$ cat src/rtl/dgpi_pkg.sv
`timescale 1ns / 1ps
// Package for the double gate pulse integrator.
// Register map codes, field widths, reset values and the register struct.
// No dependencies.
package dgpi_pkg;

  localparam int MAX_SAMPLES_DEF = 4096;
  localparam int SAMPLE_BITS_DEF = 16;

  localparam int CFG_AW   = 5;
  localparam int TRIG_W   = 12;
  localparam int CFG_W    = 13;
  localparam int SCALE_W  = 16;
  localparam int CUT_W    = 32;
  localparam int CHARGE_W = 16;

  localparam logic [CHARGE_W-1:0] CHARGE_MAX = '1;

  typedef enum logic [2:0] {
    REG_BASELINE_LENGTH   = 3'd0,
    REG_SHORT_LEAD        = 3'd1,
    REG_LONG_LEAD         = 3'd2,
    REG_SHORT_WIDTH       = 3'd3,
    REG_LONG_WIDTH        = 3'd4,
    REG_POSITIVE_POLARITY = 3'd5,
    REG_CHARGE_SCALE      = 3'd6,
    REG_ENERGY_CUT        = 3'd7
  } reg_idx_t;

  typedef struct packed {
    logic        [CFG_W-1:0]   baseline_length;
    logic signed [CFG_W-1:0]   short_lead;
    logic signed [CFG_W-1:0]   long_lead;
    logic        [CFG_W-1:0]   short_width;
    logic        [CFG_W-1:0]   long_width;
    logic                      positive_polarity;
    logic        [SCALE_W-1:0] charge_scale;
    logic signed [CUT_W-1:0]   energy_cut;
  } cfg_t;

  localparam cfg_t CFG_RESET = '{
    baseline_length:   CFG_W'(16),
    short_lead:        '0,
    long_lead:         '0,
    short_width:       '0,
    long_width:        '0,
    positive_polarity: 1'b0,
    charge_scale:      SCALE_W'(256),
    energy_cut:        '0
  };

endpackage

$ cat src/rtl/double_gate_pulse_integrator.sv
`timescale 1ns / 1ps
// Double gate pulse integrator: baseline, short and long gate charges, threshold.
// Uses dgpi_pkg for register codes, widths and reset values.
//
// Channel  Dir  Handshake             Payload
// in       in   in_valid / in_ready   in_sample, in_trigger_index, in_last_sample
// out      out  out_valid / out_ready short/long charge, baseline, selected, error
// apb      in   psel/penable/pwrite   registers 0..7 at byte address 4*i
//
// Samples are taken one per cycle while a waveform is accumulated.
// After the last sample the shared adder runs shift-add multiplies and a restoring
// divide for each charge and for the baseline; in_ready is low meanwhile.
// Reset is synchronous and clears control and waveform state.
// A result waiting on out_ready holds the output register; new samples still enter.
module double_gate_pulse_integrator
  import dgpi_pkg::*;
#(
  parameter int MAX_SAMPLES = MAX_SAMPLES_DEF,
  parameter int SAMPLE_BITS = SAMPLE_BITS_DEF
) (
  input  logic                   clk,
  input  logic                   rst_n,
  input  logic                   in_valid,
  output logic                   in_ready,
  input  logic [SAMPLE_BITS-1:0] in_sample,
  input  logic [TRIG_W-1:0]      in_trigger_index,
  input  logic                   in_last_sample,
  output logic                   out_valid,
  input  logic                   out_ready,
  output logic [CHARGE_W-1:0]    out_short_charge,
  output logic [CHARGE_W-1:0]    out_long_charge,
  output logic [CHARGE_W-1:0]    out_baseline_level,
  output logic                   out_selected,
  output logic                   out_setup_error,
  input  logic                   psel,
  input  logic                   penable,
  input  logic                   pwrite,
  input  logic [CFG_AW-1:0]      paddr,
  input  logic [31:0]            pwdata,
  output logic [31:0]            prdata,
  output logic                   pready
);

  localparam int IW  = $clog2(MAX_SAMPLES);
  localparam int SW  = SAMPLE_BITS + IW;
  localparam int GW  = (IW + 3 > 15) ? IW + 3 : 15;
  localparam int MX  = (IW + 1 > CFG_W) ? IW + 1 : CFG_W;
  localparam int W   = SW + MX + 19;
  localparam int MW  = (IW + 1 > SCALE_W) ? IW + 1 : SCALE_W;
  localparam int CW  = $clog2(MW);
  localparam logic [IW-1:0]        IDX_LAST = IW'(MAX_SAMPLES - 1);
  localparam logic signed [GW-1:0] G_ONE    = GW'(1);

  typedef enum logic [3:0] {
    S_ACC, S_G1LD, S_MUL1, S_MUL2, S_MUL3, S_CUT,
    S_XPREP, S_XADD, S_SAT, S_DIV, S_DIVEND, S_DONE
  } state_t;

  typedef enum logic [1:0] {PH_SHORT, PH_LONG, PH_BASE} phase_t;

  // configuration
  cfg_t cfg_r;

  assign pready = 1'b1;

  always_ff @(posedge clk) begin
    if (!rst_n) begin
      cfg_r <= CFG_RESET;
    end else if (psel && penable && pwrite) begin
      unique case (reg_idx_t'(paddr[CFG_AW-1:2]))
        REG_BASELINE_LENGTH:   cfg_r.baseline_length   <= pwdata[CFG_W-1:0];
        REG_SHORT_LEAD:        cfg_r.short_lead        <= pwdata[CFG_W-1:0];
        REG_LONG_LEAD:         cfg_r.long_lead         <= pwdata[CFG_W-1:0];
        REG_SHORT_WIDTH:       cfg_r.short_width       <= pwdata[CFG_W-1:0];
        REG_LONG_WIDTH:        cfg_r.long_width        <= pwdata[CFG_W-1:0];
        REG_POSITIVE_POLARITY: cfg_r.positive_polarity <= pwdata[0];
        REG_CHARGE_SCALE:      cfg_r.charge_scale      <= pwdata[SCALE_W-1:0];
        REG_ENERGY_CUT:        cfg_r.energy_cut        <= pwdata[CUT_W-1:0];
      endcase
    end
  end

  always_comb begin
    unique case (reg_idx_t'(paddr[CFG_AW-1:2]))
      REG_BASELINE_LENGTH:   prdata = 32'(cfg_r.baseline_length);
      REG_SHORT_LEAD:        prdata = 32'(cfg_r.short_lead);
      REG_LONG_LEAD:         prdata = 32'(cfg_r.long_lead);
      REG_SHORT_WIDTH:       prdata = 32'(cfg_r.short_width);
      REG_LONG_WIDTH:        prdata = 32'(cfg_r.long_width);
      REG_POSITIVE_POLARITY: prdata = 32'(cfg_r.positive_polarity);
      REG_CHARGE_SCALE:      prdata = 32'(cfg_r.charge_scale);
      REG_ENERGY_CUT:        prdata = 32'(cfg_r.energy_cut);
    endcase
  end

  // gate start: trigger minus pregate, clamped at 0
  function automatic logic signed [GW-1:0] gate_s(input logic [TRIG_W-1:0] trig,
                                                 input logic signed [CFG_W-1:0] pre);
    logic signed [GW-1:0] s;
    s = $signed(GW'(trig)) - GW'(pre);
    if (s < 0) s = '0;
    return s;
  endfunction

  // gate end: start plus width minus one, clamped at 0
  function automatic logic signed [GW-1:0] gate_e(input logic signed [GW-1:0] s,
                                                 input logic [CFG_W-1:0] w);
    logic signed [GW-1:0] e;
    e = s + $signed(GW'(w)) - G_ONE;
    if (e < 0) e = '0;
    return e;
  endfunction

  // waveform state
  logic [IW-1:0]     idx_r;
  logic [SW-1:0]     run_r, prev_r, base_r;
  logic [SW-1:0]     so_r, sc_r, lo_r, lc_r;
  logic [TRIG_W-1:0] trig_r;

  // sequencer and shared adder
  state_t                 state_r;
  phase_t                 ph_r;
  logic signed [W-1:0]    acc_r, mcand_r, num_r;
  logic [MW-1:0]          mplier_r;
  logic [CW-1:0]          cnt_r;
  logic                   sub_r;
  logic [CHARGE_W-1:0]    quo_r;
  logic [CHARGE_W-1:0]    short_q_r, long_q_r, base_q_r;
  logic                   sel_r, err_r;

  logic                   out_valid_r, out_sel_r, out_err_r;
  logic [CHARGE_W-1:0]    out_short_r, out_long_r, out_base_r;

  logic signed [W-1:0]    sum, acc_step;
  logic [SW-1:0]          run_nxt;
  logic signed [GW-1:0]   idx_s, n_s, len_s;
  logic [TRIG_W-1:0]      trig_eff;
  logic signed [GW-1:0]   rs_s, rs_e, rl_s, rl_e;
  logic signed [CFG_W-1:0] g_pre;
  logic [CFG_W-1:0]       g_w;
  logic [SW-1:0]          g_open, g_close, g_o, g_c, g_diff;
  logic signed [GW-1:0]   g_s, g_e, g_cnt;
  logic                   accept, wave_end, bad_len, out_free;

  assign sum      = acc_r + (sub_r ? ~mcand_r : mcand_r) + W'(sub_r);
  assign acc_step = mplier_r[0] ? sum : acc_r;

  assign in_ready = (state_r == S_ACC);
  assign accept   = in_valid && in_ready;
  assign out_free = !out_valid_r || out_ready;

  assign run_nxt  = run_r + SW'(in_sample);
  assign idx_s    = $signed(GW'(idx_r));
  assign n_s      = idx_s + G_ONE;
  assign len_s    = $signed(GW'(cfg_r.baseline_length));
  assign trig_eff = (idx_r == '0) ? in_trigger_index : trig_r;
  assign rs_s     = gate_s(trig_eff, cfg_r.short_lead);
  assign rs_e     = gate_e(rs_s, cfg_r.short_width);
  assign rl_s     = gate_s(trig_eff, cfg_r.long_lead);
  assign rl_e     = gate_e(rl_s, cfg_r.long_width);
  assign wave_end = in_last_sample || (idx_r == IDX_LAST);
  assign bad_len  = (cfg_r.baseline_length == '0) || (len_s > n_s);

  // gate bounds at the end of the waveform
  always_comb begin
    g_pre   = (ph_r == PH_LONG) ? cfg_r.long_lead  : cfg_r.short_lead;
    g_w     = (ph_r == PH_LONG) ? cfg_r.long_width : cfg_r.short_width;
    g_open  = (ph_r == PH_LONG) ? lo_r : so_r;
    g_close = (ph_r == PH_LONG) ? lc_r : sc_r;
    g_s     = gate_s(trig_r, g_pre);
    if (g_s >= n_s) begin
      g_s = n_s - G_ONE;
      g_o = (n_s >= GW'(2)) ? prev_r : '0;
      g_e = gate_e(g_s, g_w);
      if (g_e >= n_s) g_e = n_s - G_ONE;
      g_c = (g_e == n_s - G_ONE) ? run_r : prev_r;
    end else begin
      g_o = (g_s == '0) ? '0 : g_open;
      g_e = gate_e(g_s, g_w);
      if (g_e >= n_s - G_ONE) begin
        g_e = n_s - G_ONE;
        g_c = run_r;
      end else begin
        g_c = g_close;
      end
    end
    g_cnt  = g_e - g_s + G_ONE;
    g_diff = g_c - g_o;
  end

  always_ff @(posedge clk) begin
    if (!rst_n) begin
      state_r     <= S_ACC;
      ph_r        <= PH_SHORT;
      out_valid_r <= 1'b0;
      idx_r       <= '0;
      run_r       <= '0;
      prev_r      <= '0;
      base_r      <= '0;
      so_r        <= '0;
      sc_r        <= '0;
      lo_r        <= '0;
      lc_r        <= '0;
      trig_r      <= '0;
      cnt_r       <= '0;
      sub_r       <= 1'b0;
    end else begin
      if (out_valid_r && out_ready) out_valid_r <= 1'b0;
      unique case (state_r)
        S_ACC: begin
          if (accept) begin
            if (idx_r == '0) trig_r <= in_trigger_index;
            prev_r <= run_r;
            run_r  <= run_nxt;
            if (len_s == n_s) base_r <= run_nxt;
            if (rs_s >= G_ONE && idx_s == rs_s - G_ONE) so_r <= run_nxt;
            if (idx_s == rs_e) sc_r <= run_nxt;
            if (rl_s >= G_ONE && idx_s == rl_s - G_ONE) lo_r <= run_nxt;
            if (idx_s == rl_e) lc_r <= run_nxt;
            if (!wave_end) begin
              idx_r <= idx_r + IW'(1);
            end else if (bad_len) begin
              err_r     <= 1'b1;
              sel_r     <= 1'b0;
              short_q_r <= '0;
              long_q_r  <= '0;
              base_q_r  <= '0;
              state_r   <= S_DONE;
            end else begin
              err_r   <= 1'b0;
              ph_r    <= PH_SHORT;
              state_r <= S_G1LD;
            end
          end
        end
        S_G1LD: begin
          acc_r    <= '0;
          mcand_r  <= W'(g_diff);
          mplier_r <= MW'(cfg_r.baseline_length);
          sub_r    <= 1'b0;
          cnt_r    <= CW'(CFG_W - 1);
          state_r  <= S_MUL1;
        end
        S_MUL1, S_MUL2, S_MUL3, S_CUT: begin
          acc_r    <= acc_step;
          mcand_r  <= mcand_r <<< 1;
          mplier_r <= mplier_r >> 1;
          cnt_r    <= cnt_r - CW'(1);
          if (cnt_r == '0) begin
            priority case (state_r)
              S_MUL1: begin
                mcand_r  <= W'(base_r);
                mplier_r <= MW'(g_cnt[IW:0]);
                sub_r    <= 1'b1;
                cnt_r    <= CW'(IW);
                state_r  <= S_MUL2;
              end
              S_MUL2: begin
                acc_r    <= '0;
                mcand_r  <= acc_step;
                mplier_r <= MW'(cfg_r.charge_scale);
                sub_r    <= !cfg_r.positive_polarity;
                cnt_r    <= CW'(SCALE_W - 1);
                state_r  <= S_MUL3;
              end
              S_MUL3: begin
                num_r <= acc_step;
                if (ph_r == PH_LONG) begin
                  mcand_r  <= W'(cfg_r.energy_cut) <<< 8;
                  mplier_r <= MW'(cfg_r.baseline_length);
                  sub_r    <= 1'b1;
                  cnt_r    <= CW'(CFG_W - 1);
                  state_r  <= S_CUT;
                end else begin
                  state_r <= S_XPREP;
                end
              end
              default: begin
                sel_r   <= ~acc_step[W-1];
                state_r <= S_XPREP;
              end
            endcase
          end
        end
        S_XPREP: begin
          if (num_r[W-1] || num_r == '0) begin
            quo_r   <= '0;
            state_r <= S_DIVEND;
          end else begin
            acc_r   <= num_r <<< 1;
            mcand_r <= W'(cfg_r.baseline_length) <<< 8;
            sub_r   <= 1'b0;
            state_r <= S_XADD;
          end
        end
        S_XADD: begin
          // rounded quotient of (2x + d) / 2d, divisor set up shifted by 16
          acc_r   <= sum;
          mcand_r <= (ph_r == PH_BASE) ? (W'(cfg_r.baseline_length) <<< 17)
                                       : (W'(cfg_r.baseline_length) <<< 25);
          sub_r   <= 1'b1;
          state_r <= S_SAT;
        end
        S_SAT: begin
          if (!sum[W-1]) begin
            quo_r   <= CHARGE_MAX;
            state_r <= S_DIVEND;
          end else begin
            mcand_r <= mcand_r >>> 1;
            quo_r   <= '0;
            cnt_r   <= CW'(CHARGE_W - 1);
            state_r <= S_DIV;
          end
        end
        S_DIV: begin
          if (!sum[W-1]) acc_r <= sum;
          quo_r   <= {quo_r[CHARGE_W-2:0], ~sum[W-1]};
          mcand_r <= mcand_r >>> 1;
          cnt_r   <= cnt_r - CW'(1);
          if (cnt_r == '0) state_r <= S_DIVEND;
        end
        S_DIVEND: begin
          unique case (ph_r)
            PH_SHORT: begin
              short_q_r <= quo_r;
              ph_r      <= PH_LONG;
              state_r   <= S_G1LD;
            end
            PH_LONG: begin
              long_q_r <= quo_r;
              ph_r     <= PH_BASE;
              acc_r    <= W'(base_r) <<< 1;
              mcand_r  <= W'(cfg_r.baseline_length);
              sub_r    <= 1'b0;
              state_r  <= S_XADD;
            end
            default: begin
              base_q_r <= quo_r;
              state_r  <= S_DONE;
            end
          endcase
        end
        S_DONE: begin
          if (out_free) begin
            out_valid_r <= 1'b1;
            out_short_r <= short_q_r;
            out_long_r  <= long_q_r;
            out_base_r  <= base_q_r;
            out_sel_r   <= sel_r;
            out_err_r   <= err_r;
            idx_r       <= '0;
            run_r       <= '0;
            prev_r      <= '0;
            base_r      <= '0;
            so_r        <= '0;
            sc_r        <= '0;
            lo_r        <= '0;
            lc_r        <= '0;
            trig_r      <= '0;
            state_r     <= S_ACC;
          end
        end
        default: state_r <= S_ACC;
      endcase
    end
  end

  assign out_valid          = out_valid_r;
  assign out_short_charge   = out_short_r;
  assign out_long_charge    = out_long_r;
  assign out_baseline_level = out_base_r;
  assign out_selected       = out_sel_r;
  assign out_setup_error    = out_err_r;

  a_err_zero: assert property (@(posedge clk) disable iff (!rst_n)
    out_valid_r && out_err_r |-> out_short_r == '0 && out_long_r == '0 &&
    out_base_r == '0 && !out_sel_r)
    else $error("setup error transaction carries nonzero fields");

  a_last_busy: assert property (@(posedge clk) disable iff (!rst_n)
    accept && in_last_sample |=> !in_ready)
    else $error("sample taken right after end of waveform");

  a_done_loads: assert property (@(posedge clk) disable iff (!rst_n)
    state_r == S_DONE && out_free |=> out_valid_r && state_r == S_ACC)
    else $error("finished result not loaded");

  a_base_no_sat: assert property (@(posedge clk) disable iff (!rst_n)
    state_r == S_SAT && ph_r == PH_BASE |-> sum[W-1])
    else $error("baseline quotient overflow");

endmodule
$ cat config.mk
export PLATFORM = sky130hd
export DESIGN_NAME = double_gate_pulse_integrator
export DESIGN_NICKNAME = d
export VERILOG_FILES = /design/src/rtl/dgpi_pkg.sv /design/src/rtl/double_gate_pulse_integrator.sv
export SDC_FILE = /design/constraint.sdc
export NUM_CORES = 2
export LEC_CHECK = 0
export BUFFER_PORTS_ARGS = -buffer_cell sky130_fd_sc_hd__buf_2
export CORE_UTILIZATION = 42
export DETAILED_ROUTE_END_ITERATION = 7
export GPL_TIMING_DRIVEN = 0
export PLACE_DENSITY_LB_ADDON = 0.1
export SYNTH_ARGS = -nofsm -noshare
export SYNTH_HDL_FRONTEND = slang
export SYNTH_SLANG_ARGS = --single-unit
$ cat constraint.sdc
create_clock -name clk -period 27.4 [get_ports clk]
set_input_delay 6.85 -clock clk [delete_from_list [all_inputs] [get_ports clk]]
set_output_delay 6.85 -clock clk [all_outputs]
set_load 0.02 [all_outputs]
## Word level (Yosys, flattened, before mapping)

Index checks and enable logic that the tools add are counted.

- Register bits: 658

- Multiplexer cells: 122
- Magnitude comparators: 14
- Equal/unequal tests: 51
- Reduce and logical (&&, ||, !) cells: 63
- Add/sub/neg operators: 23
- Bitwise operators: 5

Operators with widths:

| operator | count |
|---|---|
| 60-bit 2-to-1 mux | 11 |
| 28-bit 2-to-1 mux | 21 |
| 60-bit one-hot mux with 7 select lines | 1 |
| 28-bit one-hot mux with 2 select lines | 7 |
| 60-bit one-hot mux with 6 select lines | 1 |
| 32-bit one-hot mux with 8 select lines | 1 |
| 15-bit 2-to-1 mux | 12 |
| 60-bit one-hot mux with 3 select lines | 1 |
| 16-bit 2-to-1 mux | 9 |
| 16-bit one-hot mux with 2 select lines | 4 |
| 16-bit one-hot mux with 3 select lines | 2 |
| 15-bit by 2-bit subtractor with 15-bit output (second input constant) | 6 |
| 13-bit 2-to-1 mux | 5 |
| 60-bit by 1-bit adder with 60-bit output | 1 |
| 60-bit adder | 1 |
| 13-bit by 15-bit == test with 1-bit output | 4 |
| 60-bit logical NOT | 1 |
| 15-bit by 1-bit < comparator with 1-bit output (second input constant) | 4 |
| 12-bit 2-to-1 mux | 5 |
| 60-bit NOT | 1 |
| 59-bit 2-to-1 mux | 1 |
| 12-bit one-hot mux with 2 select lines | 2 |
| 15-bit by 14-bit adder with 15-bit output | 3 |
| 15-bit by 14-bit >= comparator with 1-bit output | 3 |
| other kinds (68) | 171 |

## Logic depth before layout (Yosys ltp)

- Word-level depth: 18
- Mapped depth: 61

## Worst setup path before layout

Ideal clock, no wire load.

- Kind: input -> output
- Start: input paddr[2]
- End: output prdata[12]
- Setup slack: 12059 ps
- Arrival time: 8491 ps
- Path buffers: 3
- Cell stages on the path: 7
- Data required time: 20550 ps
- Cells stage by stage: clkbuf_1 -> buf_1 -> clkbuf_1 -> a31oi_1 -> a21oi_1 -> nor2_1 -> a21oi_1

- Longest elaborated chain between the ends: 2
- Elaborated cells on any way between the ends: 9

Ends and longest elaborated chain:

| element | line | source |
|---|---|---|
| from (decl) | double_gate_pulse_integrator.sv:38 | `input logic [CFG_AW-1:0] paddr,` |
| 3-bit == test (tied with other cells) | double_gate_pulse_integrator.sv:84 | `unique case (reg_idx_t'(paddr[CFG_AW-1:2]))` |
| 32-bit one-hot mux with 8 select lines (*) | double_gate_pulse_integrator.sv:84 |  |
| to (decl) | double_gate_pulse_integrator.sv:40 | `output logic [31:0] prdata,` |

Every way passes the cells marked *; elsewhere a longest branch is shown, timed or not.

## Final worst setup path

- Start: input paddr[3]
- End: output prdata[31]

Same word-level chain as after synthesis.

==> results.ini <==
[status]
outcome=finished with violations
violations=design-rule violations, max-capacitance violations, max-slew violations

[logic_synthesis]
synth.largest_area_cell=edfxtp_1
synthFlopType=dfxtp_1
synth_cell_type_count=107
synth_top_area_share=0.201
synth_area_leaders=edfxtp_1, dfxtp_1, ha_1
synth-edff-count=312
synthArstFlopShare=0
syn_inst=5591
synth_common_cells=nand2_1, a21oi_1, nor2_1
syn_nets=5991
syn_avg_cell_area_um2=8.33
seq_area_frac_synth=0.350
ys_ff_latch=658
synth_area_mm2=0.0466
yosysWarningCount=0
yosysMostFrequentCell=nand2_1

[global_routing]
track_usage=0.357
antenna_found_initial=11
grt_pass1_vias=42339
grt_pass1_wl_um=295000
overflow=0
grt_max_degree=35

[placement]
numPortBuffers=152
gp_congestion=1.02
dpl.hpwl_um=163000
pre_cts_ws_ns=10.82
dpl_cell_area_mm2=0.0496

[cts]
cts_buffer_depth=3
cts_hold_buf=0
cts_made_buffers=78
cts_root_buf=clkbuf_16
clk_latency_ns=0.67
cts-resized-gates=0
clk_pin_slew_worst_paths_ns=0.05
htree_levels=3
cts_setup_buffers=0
cts.sinks=658
tritoncts=built

[worst_setup_path]
cp-start-kind=input port
critPathRequiredTime_ns=20.55
crit_type=in -> out
crit_path_top_delay_cell=nor2_1
path_cells=buf_2 -> clkbuf_1 -> nor2b_1 -> a22oi_1 -> nor2_1 -> clkbuf_1 -> a21o_1 -> buf_2
cp_max_fo=10
crit_buf_inv=4
crit_family=buffers and inverters
cpPeakStageDelay_ns=0.89
end_kind=output port
crit_arrival_ns=9.96

[die]
ioPinCount=158
fp.dieH_um=335
die-area_mm2=0.112
start_util=0.426
core.rowCount=121
die_width_um=335
fp.coreArea_mm2=0.109

[sta]
setup_viol=0
final.setup.tns_ns=0
fin_ws_ns=10.59
layout_worst_path_cycle_share=0.613
worst_pin_slew_ns=1.55
hold_viol_final=0
whs_ns=0.415
final_max_slew_viol_count=11
finalClockSkew_ns=0.0331
maxSlewHeadroom=-0.0388
fmax_mhz=59.5
fin_crit_ns=16.81
rsz0062_at_grt=no

[run]
max-cap-violations=1

[route]
drc=3
wl_per_cell_um=27.9
routed-via-count=45812
viasPerCell=6.20
antenna_left=0
drt_iter0_markers=6591
drtPass1Iterations=8
drt_wl_total_um=206000

[finish]
stdcell_area_mm2=0.0522
final_nets=6245
post_route_cells_drive_above_1_share=0.0779
syn2layout_area_growth_pct=12.0

[worst_hold_path]
hp-class=reg -> reg

-- state kept, by name (all words and copies together) (netlist names), 28 cells and up --
name and count:
lc_r 28, sc_r 28, run_r 28, prev_r 28
cfg_r 114, num_r 60, so_r 28, acc_r 60
mcand_r 60, base_r 28, lo_r 28
-- worst register-to-register path, delay by kind of cell (launching register included) --
kind | cells | cell delay, ns
flops | 1 | 0.30
simple gates | 15 | 2.97
compound gates | 25 | 6.06
fa+ha+maj | 5 | 1.42
buf+inv | 9 | 4.80
xor+xnor | 1 | 0.55
mux | 1 | 0.28
-- kinds of logic (layout without fill, tap and decap cells) --
| logic type | after synthesis | in the layout | share of synthesized area |
|---|---|---|---|
| AO/OA/AOI/OAI | 1632 | 1632 | 0.228 |
| flip-flops | 658 | 658 | 0.350 |
| AND/OR/NAND/NOR | 1824 | 1824 | 0.175 |
| buffers and inverters | 646 | 962 | 0.0537 |
| adder cells (fa/ha/maj) | 328 | 328 | 0.0898 |
| other | 1 | 5 | 0.0000805 |
| multiplexers | 209 | 209 | 0.0465 |
| XOR/XNOR | 293 | 293 | 0.0565 |
-- worst paths after layout --
kind | startpoint | to | slack [ns] | depth (start not counted)
min | short_q_r[3]$_DFFE_PP_ | out_short_charge[3]$_DFFE_PP_ | 0.42 | 0
max | paddr[3] | prdata[31] | 10.59 | 8
max reg2reg | ph_r[0]$_SDFFE_PN0P_ | mcand_r[27]$_DFFE_PP_ | 10.72 | 56
min reg2reg | short_q_r[3]$_DFFE_PP_ | out_short_charge[3]$_DFFE_PP_ | 0.42 | 0
-- layout by cell type (no fill, tap or decap), drive strengths merged, types with 151 or more instances in the layout --
cell type,n
inv,305
mux2i,158
nand3,183
nand2,870
dfxtp,346
ha,316
o21ai,307
edfxtp,312
nor2,361
buf,239
a21o,151
xnor2,156
clkbuf,390
a21oi,570
-- stage by stage --
stage	util	cells
floorplan	-	5591
finish	0.477	7387
CTS	0.477	7383
global route	0.477	7383
detailed placement	0.453	7241
global placement	0.449	7219
-- per-layer routing --
metal	routed length (um)	up-vias	global-route usage
li1	-	20725	-
met1	86800	22031	0.488
met2	88400	2594	0.545
met3	22400	456	0.0792
met4	8840	6	0.138
met5	42	-	0
-- area by class of cell --
type                            count  area [um^2]
Antenna cell                        4         10.0
Multi-Input combinational cell   4287        27900
Clock buffer                      112         2200
Buffer                            343         1370
Clock inverter                     30          345
Fill cell                       10938        57300
Sequential cell                   658        16300
Timing Repair Buffer              174         1110
Inverter                          303         1140
Tap cell                         1476         1850
Power is left out: the tool's default activity adds up to more than one toggle a clock period on the data nets, which glitch-free logic cannot reach.
